[src/hdl/pvs_zero_run_decompress_top_macros.svh]
// Assertion macros shared by the zero-run decompressor RTL.
`ifndef PVS_ZERO_RUN_DECOMPRESS_TOP_MACROS_SVH
`define PVS_ZERO_RUN_DECOMPRESS_TOP_MACROS_SVH

// Implication checked on every rising edge of clk, idle while rst_n is low.
`define PVS_ASSERT(label, prop, msg) \
    label: assert property (@(posedge clk) disable iff (!rst_n) (prop)) else $error(msg);

// Same check, with the consequent taken in the cycle after the antecedent.
`define PVS_ASSERT_NEXT(label, ante, cons, msg) \
    label: assert property (@(posedge clk) disable iff (!rst_n) (ante) |=> (cons)) \
        else $error(msg);

`endif

[src/hdl/pvszr_pkg.sv]
// Shared constants and types for the zero-run visibility decompressor.
package pvszr_pkg;

    localparam int CFG_W           = 11;
    localparam int BYTE_W          = 8;
    localparam int WORD_BYTES      = 8;
    localparam int WORD_W          = WORD_BYTES * BYTE_W;
    localparam int FILL_W          = 3;
    localparam int COUNT_W         = 4;
    localparam int OUT_TDATA_W     = 72;
    localparam int MAX_ROW_BYTES_DEF = 1024;

    localparam logic [CFG_W-1:0] ROW_BYTES_RST = CFG_W'(1024);

    typedef logic [BYTE_W-1:0]  byte_t;
    typedef logic [WORD_W-1:0]  word_t;
    typedef logic [CFG_W-1:0]   cfg_t;
    typedef logic [COUNT_W-1:0] count_t;

endpackage

[src/hdl/pvs_zero_run_decompress_top.sv]
// Zero-run visibility row decompressor: compressed bytes in, packed 64-bit words out.
// Literal, marker and count bytes are each taken as one request while idle and the output register can take a word.
// A zero run is then expanded by the single shared push unit at one output word chunk per cycle (up to 33 chunks)
// while the output register can take a word; no further request is taken on the input meanwhile.
// Reset (rst_n low, asynchronous) clears the row state and loads row_bytes with 1024.
`include "pvs_zero_run_decompress_top_macros.svh"

module pvs_zero_run_decompress_top #(
    parameter int MAX_ROW_BYTES = pvszr_pkg::MAX_ROW_BYTES_DEF
) (
    input  logic                           clk,
    input  logic                           rst_n,
    // Configuration write channel: row_bytes.
    input  logic                           cfg_valid,
    output logic                           cfg_ready,
    input  pvszr_pkg::cfg_t                cfg_data,
    // Compressed input. tdata: in_byte [7:0].
    input  logic                           s_axis_tvalid,
    output logic                           s_axis_tready,
    input  pvszr_pkg::byte_t               s_axis_tdata,
    // Decompressed output. tdata: vis_word [63:0], byte_count [67:64], zero pad [71:68].
    output logic                           m_axis_tvalid,
    input  logic                           m_axis_tready,
    output logic [pvszr_pkg::OUT_TDATA_W-1:0] m_axis_tdata,
    // last_of_row.
    output logic                           m_axis_tlast
);
    import pvszr_pkg::*;

    // Row counter width follows the largest row the block supports.
    localparam int RW = $clog2(MAX_ROW_BYTES + 1);
    // Width used for comparing the configured length against the limit.
    localparam int CW = (RW > CFG_W) ? RW : CFG_W;
    // Width used for comparing the chunk size with the row remainder.
    localparam int KW = (RW > BYTE_W) ? RW : BYTE_W;

    // Sequencer: IDLE takes input requests, RUN expands a zero run chunk by chunk.
    localparam logic ST_IDLE = 1'b0;
    localparam logic ST_RUN  = 1'b1;

    logic                state_reg, state_next;
    logic                count_pending_reg, count_pending_next;
    word_t               accum_reg, accum_next;
    logic [FILL_W-1:0]   fill_reg, fill_next;
    logic [RW-1:0]       row_done_reg, row_done_next;
    byte_t               run_left_reg, run_left_next;
    cfg_t                row_bytes_reg;

    // Output holding register: one finished word waits here for the sink.
    logic                out_valid_reg, out_valid_next;
    word_t               out_word_reg;
    count_t              out_count_reg;
    logic                out_last_reg;

    logic                slot_free;
    logic                in_accept;
    logic                lit_go;
    logic                step_go;

    // Push unit signals.
    logic [CW-1:0]       row_ext;
    logic [CW-1:0]       eff_c;
    logic [RW-1:0]       eff_row;
    logic [RW-1:0]       rem;
    logic [COUNT_W-1:0]  avail;
    byte_t               want;
    logic [COUNT_W-1:0]  k;
    logic [COUNT_W-1:0]  fill_sum;
    logic                row_end;
    logic                emit;
    word_t               ins;
    word_t               merged;
    byte_t               run_after;

    // Configuration is taken at any time; the host must write only while idle, which the block itself does not enforce.
    assign cfg_ready = 1'b1;

    always_ff @(posedge clk or negedge rst_n)
    begin
        if (!rst_n)
        begin
            row_bytes_reg <= ROW_BYTES_RST;
        end
        else if (cfg_valid && cfg_ready)
        begin
            row_bytes_reg <= cfg_data;
        end
    end

    // The push unit may only run when the output register can take its word.
    assign slot_free     = !out_valid_reg || m_axis_tready;
    assign s_axis_tready = (state_reg == ST_IDLE) && slot_free;
    assign in_accept     = s_axis_tvalid && s_axis_tready;
    assign lit_go        = in_accept && !count_pending_reg && (s_axis_tdata != '0);
    assign step_go       = lit_go || ((state_reg == ST_RUN) && slot_free);

    // Effective row length: zero acts as one, anything above the limit is clipped.
    always_comb
    begin
        row_ext = CW'(row_bytes_reg);
        if (row_ext == '0)
        begin
            eff_c = CW'(1);
        end
        else if (row_ext > CW'(MAX_ROW_BYTES))
        begin
            eff_c = CW'(MAX_ROW_BYTES);
        end
        else
        begin
            eff_c = row_ext;
        end
        eff_row = eff_c[RW-1:0];
    end

    // Shared push unit. It places a literal, or the largest run chunk that fits
    // in the current word, the run and the row, all in one step. If the row
    // counter has already reached the length (a shorter length written mid-row),
    // the row closes after the next byte.
    always_comb
    begin
        if (row_done_reg < eff_row)
        begin
            rem = eff_row - row_done_reg;
        end
        else
        begin
            rem = RW'(1);
        end
        avail = COUNT_W'(WORD_BYTES) - COUNT_W'(fill_reg);
        want  = (state_reg == ST_RUN) ? run_left_reg : BYTE_W'(1);
        k     = avail;
        if (BYTE_W'(k) > want)
        begin
            k = want[COUNT_W-1:0];
        end
        if (KW'(k) > KW'(rem))
        begin
            k = COUNT_W'(rem);
        end
        fill_sum  = COUNT_W'(fill_reg) + k;
        row_end   = (KW'(k) == KW'(rem));
        emit      = fill_sum[COUNT_W-1] || row_end;
        ins       = (state_reg == ST_RUN) ? '0
                    : (WORD_W'(s_axis_tdata) << {fill_reg, 3'b000});
        merged    = accum_reg | ins;
        run_after = run_left_reg - BYTE_W'(k);
    end

    // Sequencer and row state.
    always_comb
    begin
        state_next         = state_reg;
        count_pending_next = count_pending_reg;
        accum_next         = accum_reg;
        fill_next          = fill_reg;
        row_done_next      = row_done_reg;
        run_left_next      = run_left_reg;

        if (in_accept)
        begin
            if (count_pending_reg)
            begin
                // Count byte after a marker: a zero count gives no bytes.
                count_pending_next = 1'b0;
                run_left_next      = s_axis_tdata;
                if (s_axis_tdata != '0)
                begin
                    state_next = ST_RUN;
                end
            end
            else if (s_axis_tdata == '0)
            begin
                count_pending_next = 1'b1;
            end
        end

        if (step_go)
        begin
            if (emit)
            begin
                accum_next = '0;
                fill_next  = '0;
            end
            else
            begin
                accum_next = merged;
                fill_next  = fill_sum[FILL_W-1:0];
            end
            if (row_end)
            begin
                row_done_next      = '0;
                count_pending_next = 1'b0;
            end
            else
            begin
                row_done_next = row_done_reg + RW'(k);
            end
            if (state_reg == ST_RUN)
            begin
                run_left_next = run_after;
                // The excess of a run that reaches the row end is dropped.
                if (row_end || (run_after == '0))
                begin
                    state_next = ST_IDLE;
                end
            end
        end
    end

    always_ff @(posedge clk or negedge rst_n)
    begin
        if (!rst_n)
        begin
            state_reg         <= ST_IDLE;
            count_pending_reg <= 1'b0;
            accum_reg         <= '0;
            fill_reg          <= '0;
            row_done_reg      <= '0;
            run_left_reg      <= '0;
        end
        else
        begin
            state_reg         <= state_next;
            count_pending_reg <= count_pending_next;
            accum_reg         <= accum_next;
            fill_reg          <= fill_next;
            row_done_reg      <= row_done_next;
            run_left_reg      <= run_left_next;
        end
    end

    // Output register: loaded by the push unit, cleared when the sink takes it.
    always_comb
    begin
        out_valid_next = out_valid_reg;
        if (step_go && emit)
        begin
            out_valid_next = 1'b1;
        end
        else if (m_axis_tready)
        begin
            out_valid_next = 1'b0;
        end
    end

    always_ff @(posedge clk or negedge rst_n)
    begin
        if (!rst_n)
        begin
            out_valid_reg <= 1'b0;
        end
        else
        begin
            out_valid_reg <= out_valid_next;
        end
    end

    always_ff @(posedge clk)
    begin
        if (step_go && emit)
        begin
            out_word_reg  <= merged;
            out_count_reg <= fill_sum;
            out_last_reg  <= row_end;
        end
    end

    assign m_axis_tvalid = out_valid_reg;
    assign m_axis_tdata  = {(OUT_TDATA_W - WORD_W - COUNT_W)'(0), out_count_reg, out_word_reg};
    assign m_axis_tlast  = out_last_reg;

    // A word leaves with between one and eight bytes.
    `PVS_ASSERT(a_count_range,
        m_axis_tvalid |-> ((out_count_reg != '0) && (out_count_reg <= COUNT_W'(WORD_BYTES))),
        "byte count out of range")
    // Only the closing word of a row may be short.
    `PVS_ASSERT(a_short_is_last,
        (m_axis_tvalid && !out_last_reg) |-> (out_count_reg == COUNT_W'(WORD_BYTES)),
        "short word not at row end")
    // The run sequencer always has zeros left to place and no marker pending.
    `PVS_ASSERT(a_run_left,
        (state_reg == ST_RUN) |-> ((run_left_reg != '0) && !count_pending_reg),
        "run state without work")
    // A nonzero count byte starts the run sequencer.
    `PVS_ASSERT_NEXT(a_run_start,
        in_accept && count_pending_reg && (s_axis_tdata != '0), state_reg == ST_RUN,
        "count byte did not start a run")

endmodule

[config.mk]
export PLATFORM = sky130hd
export DESIGN_NAME = pvs_zero_run_decompress_top
export DESIGN_NICKNAME = d
export VERILOG_FILES = /design/src/hdl/pvszr_pkg.sv /design/src/hdl/pvs_zero_run_decompress_top.sv
export VERILOG_INCLUDE_DIRS = /design/src /design/src/hdl
export SDC_FILE = /design/constraint.sdc
export NUM_CORES = 1
export LEC_CHECK = 0
export ABC_CLOCK_PERIOD_IN_PS = 5950
export BUFFER_PORTS_ARGS = -buffer_cell sky130_fd_sc_hd__buf_2
export CORE_MARGIN = 1
export CORE_UTILIZATION = 30
export CTS_BUF_LIST = sky130_fd_sc_hd__clkbuf_4 sky130_fd_sc_hd__clkbuf_8
export DETAILED_ROUTE_END_ITERATION = 10
export GPL_TIMING_DRIVEN = 0
export PLACE_DENSITY = 0.53
export SLEW_MARGIN = 20
export SYNTH_ARGS = -nofsm -noshare
export SYNTH_HDL_FRONTEND = slang
export SYNTH_SLANG_ARGS = --single-unit
[constraint.sdc]
create_clock -name clk -period 5.95 [get_ports clk]
set_clock_uncertainty 0.1 [all_clocks]
set_input_delay 0.2975 -clock clk [delete_from_list [all_inputs] [get_ports clk]]
set_output_delay 0.2975 -clock clk [all_outputs]
set_load 0.05 [all_outputs]
Word level (Yosys, flattened, before mapping) --
Cells that the tools add are included.
Word-level totals: flip-flop bits (word level) 169, input bits 24, word-level logic and storage cells 68, output and inout port bits 76
Cells by class: eq/ne operators 1, bitwise operators 2, shift operators 1, multiplexer cells 27, add/subtract/negate cells 5, order comparisons 4, reduce and logical (&&, ||, !) cells 17
Operators by type and width (count):
- two-way mux 64 bit | 2
- bitwise OR 64 bit | 1
- << shifter 8 x 6 -> 64 bit | 1
- two-way mux 11 bit | 4
- two-way mux 8 bit | 5
- zero test 8 bit | 2
- two-way mux 1 bit | 13
- adder 11 x 4 -> 11 bit | 1
- equality test 4 x 11 -> 1 bit | 1
- > comparator 11 bit, second input constant | 1
- > comparator 4 x 11 -> 1 bit | 1
- zero test 11 bit | 1
- < comparator 11 bit | 1
- subtractor 11 bit | 1
- > comparator 4 x 8 -> 1 bit | 1
- two-way mux 4 bit | 2
- nonzero test 8 bit | 1
- subtractor 8 x 4 -> 8 bit | 1
- logical AND 1 bit | 6
- adder 3 x 4 -> 4 bit | 1
- logical OR 1 bit | 4
- subtractor 4 x 3 -> 4 bit, first input constant | 1
- two-way mux 3 bit | 1
- zero test 1 bit | 2
- other kinds (2) | 2

Longest topological paths before layout --
word-level depth 13, gate-level depth with buffers 30, depth with buffers taken out 29

Least setup slack after synthesis --
Ideal clock, no wire load.
path kind reg2reg, start register fill_reg[1], end register out_last_reg, in the netlist m_axis_tlast, enable pin, data required time 5451 ps, setup time 399 ps, period minus slack after synthesis 6480 ps, cell stages (with the launch flop) 26, path buffers 2, arrival time 5981 ps, slack -530 ps, cells stage by stage dfrtp_1 > clkbuf_1 > inv_1 > ha_1 > ha_1 > nor2b_1 > o211ai_1 > a21oi_4 > mux2i_1 > inv_2 > ha_1 > nand2_1 > o21ai_0 > and2_1 > nand2_1 > mux2i_1 > ha_1 > a21o_1 > a21o_1 > nand2_1 > a2111oi_0 > nor4_1 > o211a_1 > o21ai_2 > inv_2 > buf_2
Between the ends: longest elaborated chain between the ends 8, elaborated cells on any way between the ends 9, those cells by class add/sub: 2; order compare: 2; eq/ne: 1; mux: 2; reduce/logical: 2
RTL lines:
- start: declaration | line pvs_zero_run_decompress_top.sv:44 | logic [FILL_W-1:0] fill_reg, fill_next;
- start signal: assignment | line pvs_zero_run_decompress_top.sv:227 | fill_reg <= fill_next;
- subtractor 4 x 3 -> 4 bit | line pvs_zero_run_decompress_top.sv:130 | avail = COUNT_W'(WORD_BYTES) - COUNT_W'(fill_reg);
- > comparator 4 x 8 -> 1 bit | line pvs_zero_run_decompress_top.sv:133 | if (BYTE_W'(k) > want)
- two-way mux 4 bit | line pvs_zero_run_decompress_top.sv:133
- > comparator 4 x 11 -> 1 bit | line pvs_zero_run_decompress_top.sv:137 | if (KW'(k) > KW'(rem))
- two-way mux 4 bit | line pvs_zero_run_decompress_top.sv:137
- adder 3 x 4 -> 4 bit * | line pvs_zero_run_decompress_top.sv:141 | fill_sum = COUNT_W'(fill_reg) + k;
- via fill_sum[3] | line pvs_zero_run_decompress_top.sv:68 | logic [COUNT_W-1:0] fill_sum;
- logical OR 1 bit * | line pvs_zero_run_decompress_top.sv:143 | emit = fill_sum[COUNT_W-1] || row_end;
- logical AND 1 bit * | line pvs_zero_run_decompress_top.sv:261 | if (step_go && emit)
- end signal: assignment | line pvs_zero_run_decompress_top.sv:265 | out_last_reg <= row_end;
- end: declaration | line pvs_zero_run_decompress_top.sv:53 | logic out_last_reg;
The timed path passes the listed nets; every way through them passes the cells marked *. A chain may end at the register's enable or synchronous reset.

Final worst setup path --
start register fill_reg[0], end register accum_reg[36]
Between the ends: longest elaborated chain between the ends 8, elaborated cells on any way between the ends 12, those cells by class add/sub: 2; order compare: 2; eq/ne: 1; shift: 1; mux: 4; bitwise: 1; reduce/logical: 1
RTL lines:
- subtractor 4 x 3 -> 4 bit | line pvs_zero_run_decompress_top.sv:130
- > comparator 4 x 8 -> 1 bit | line pvs_zero_run_decompress_top.sv:133
- two-way mux 4 bit | line pvs_zero_run_decompress_top.sv:133
- > comparator 4 x 11 -> 1 bit | line pvs_zero_run_decompress_top.sv:137
- two-way mux 4 bit | line pvs_zero_run_decompress_top.sv:137
- adder 3 x 4 -> 4 bit * | line pvs_zero_run_decompress_top.sv:141
- via fill_sum[3] | line pvs_zero_run_decompress_top.sv:68
- logical OR 1 bit * | line pvs_zero_run_decompress_top.sv:143
- two-way mux 64 bit * | line pvs_zero_run_decompress_top.sv:180 | if (emit)
- end signal: assignment | line pvs_zero_run_decompress_top.sv:226 | accum_reg <= accum_next;
- end: declaration | line pvs_zero_run_decompress_top.sv:43 | word_t accum_reg, accum_next;
Marked as above.

==> summary.md <==
| Metric | Value |
|---|---|
| Die width | 173 um |
| EDFF count, synth | 69 |
| CP Capture Type | flop |
| Most frequent cells in the layout | 97 x dfrtp_1, 96 x buf_2, 69 x o21ai_0, 69 x a21o_1, 69 x edfxtp_1 |
| CP max stage delay | 0.48 ns |
| CTS tree | yes |
| Yosys warnings | 0 |
| TritonCTS buffer count | 17 |
| First-pass GRT wire length | 35.1 mm |
| Final Max Slew Viols | 0 |
| Mapped cell area | 8810 um^2 |
| Min-Delay Path Class | in2reg |
| IO buf count | 94 |
| Clk buf depth | 2 |
| Clock-pin slew on the worst setup and hold paths | 0.10 ns |
| Largest net degree at the start of global routing | 56 |
| Drt initial violations | 374 |
| Ant. Diodes | 0 |
| Clock root cell | clkbuf_8 |
| Final Cycle Share | 0.965 |
| I/O pin total | 100 |
| Maxcap violations | 0 |
| RD Place Congestion | 0.826 |
| DP Wirelength | 14.9 mm |
| Worst slew margin | 0.300 |
| Synth async-reset ratio | 0.592 |
| Share of layout cells above drive strength 1 | 0.325 |
| Initial Util | 0.306 |
| GRT overflow | 0 |
| DRT antenna net count | 0 |
| Vias per cell | 4.76 |
| Mean post-synth cell area | 11.4 um^2 |
| Core ar. | 28800 um^2 |
| Gate Count Post-Synth | 776 |
| Sequential area share after synthesis | 0.519 |
| DR WL/cell | 17.0 um |
| Worst Max-Slew Pin Slew | 1.04 ns |
| Dominant synthesized flop cell | dfrtp_1 |
| Insertion delay to the later sink of the worst-skew pair | 0.47 ns |
| Total track usage | 0.150 |
| Number of fillers in the final layout | 2797 |
| NumNets Final | 999 |
| WP data arrival | 6.03 ns |
| Die height | 173 um |
| CTS H-Tree Depth | 4 |
| Status | finished, final reports clean |
| Row count | 62 |
| Vias in the first global route | 6353 |
| Hold Violations, Final | 0 |
| # clock sinks | 169 |
| CP Class | reg2reg |
| Layout Area Growth over Synthesis | 25.4% |
| Worst-path maximum fanout | 10 |
| Routed via count | 6358 |
| Final-report setup violation count | 0 |
| CP most frequent cell | o21ai_2 |
| Startpoint Class | flop |
| Number of synthesized register bits | 169 |
| CP max-delay cell | dfrtp_2 |
| Final wirelength | 22.7 mm |
| Total iterations of the first detailed-routing run | 4 |
| DRC Markers | 0 |
| Number of distinct library cells after synthesis | 70 |
| Final Critical Period | 5.74 ns |
| Initial antenna violation count | 0 |
| Worst endpoint required time | 6.24 ns |
| Most common cell after layout, fill and taps aside | dfrtp_1 |
| Hold Worst Slack | 0.0625 ns |
| Die Area | 30100 um^2 |
| Fmax | 174 MHz |
## final timing paths
path	slack, ns	start	depth (start not counted)	endpoint
max	0.21	fill_reg[0]$_DFFE_PN0N_	27	accum_reg[36]$_DFFE_PN0N_
min	0.06	s_axis_tdata[4]	2	out_word_reg[4]$_DFFE_PP_
max reg2reg	0.21	fill_reg[0]$_DFFE_PN0N_	27	accum_reg[36]$_DFFE_PN0N_
min reg2reg	0.41	accum_reg[40]$_DFFE_PN0N_	2	accum_reg[40]$_DFFE_PN0N_
max in group asynchronous	4.82	rst_n	3	row_done_reg[0]$_DFFE_PN0N_
min in group asynchronous	0.25	rst_n	2	accum_reg[53]$_DFFE_PN0N_
## logic make-up after synthesis
group / synth area share
XOR/XNOR: 0.0179
other: 0.000852
AND/OR/NAND/NOR: 0.154
flip-flops: 0.519
adder cells (fa/ha/maj): 0.0545
AO/OA/AOI/OAI: 0.182
buffers and inverters: 0.0479
multiplexers: 0.0234
## worst max-delay path: cells and delay by family (launching register included)
family / cells / cell delay [ns]
flip-flops: 1 / 0.48
multiplexers: 2 / 0.55
AO/OA/AOI/OAI: 8 / 1.83
AND/OR/NAND/NOR: 6 / 0.67
buffers and inverters: 6 / 0.85
adder cells (fa/ha/maj): 4 / 1.01
XOR/XNOR: 1 / 0.16
## cell usage after synthesis, types with 4 or more instances
library cell	instances	share of area
nor4_1	7	0.0050
buf_4	5	0.0043
a21oi_1	46	0.026
clkbuf_1	23	0.0098
nor2b_1	12	0.0085
xor2_1	4	0.0040
nand2b_1	5	0.0036
xnor2_1	14	0.014
mux2_2	13	0.017
fa_1	4	0.0091
o21ai_0	71	0.040
buf_12	5	0.011
edfxtp_1	69	0.24
dfrtp_1	99	0.28
a211oi_1	4	0.0034
o211ai_1	6	0.0051
inv_1	34	0.014
ha_1	32	0.045
a21o_1	70	0.060
mux2i_1	6	0.0068
nand2_1	36	0.015
nand4_1	8	0.0057
and2_1	4	0.0028
nor2_4	50	0.064
o22ai_1	7	0.0050
nand3_1	10	0.0057
or3_1	5	0.0036
nor2_1	43	0.018
nor3_1	13	0.0074
a31oi_1	5	0.0036
## area by class of cell
cell class	instances	area (um^2)	share of cell area
buffer	39	309	0.0280
clock buffer	19	262	0.0237
clock inverter	13	150	0.0136
inverter	38	155	0.0140
multi-input combinational	531	4140	0.375
sequential	169	4580	0.415
tap	384	480	0.0435
timing repair buffer	143	970	0.0878
## per-layer routing
metal / GRT usage / wire length [um]
met5: 0 / 0
met4: 0.0398 / 280
met3: 0.0243 / 926
met2: 0.238 / 10400
met1: 0.212 / 11100
## per-stage QoR
| stage | utilization | setup TNS [ns] | instance area [um^2] | instances | worst slack, ns |
|---|---|---|---|---|---|
| floorplan | - | 0 | 8830 | 779 | 0.0632 |
| global placement | 0.340 | -122.00 | 9780 | 1257 | -1.04 |
| detailed placement | 0.342 | -139.65 | 9840 | 1259 | -1.15 |
| CTS | 0.367 | 0 | 10600 | 1312 | 0.0176 |
| global route | 0.384 | -9.22 | 11000 | 1336 | -0.129 |
| finish | 0.384 | 0 | 11000 | 1336 | 0.207 |
## timing repair
action,CTS,global route
pin swaps,3,16
gates cloned,1,3
buffers inserted,7,22
endpoints found under the setup margin,147,139
resized for setup,27,51
hold endpoints to repair,64,0
hold buffers,14,0
Power is left out: the tool's default activity adds up to more than one toggle a clock period on the data nets, which glitch-free logic cannot reach.
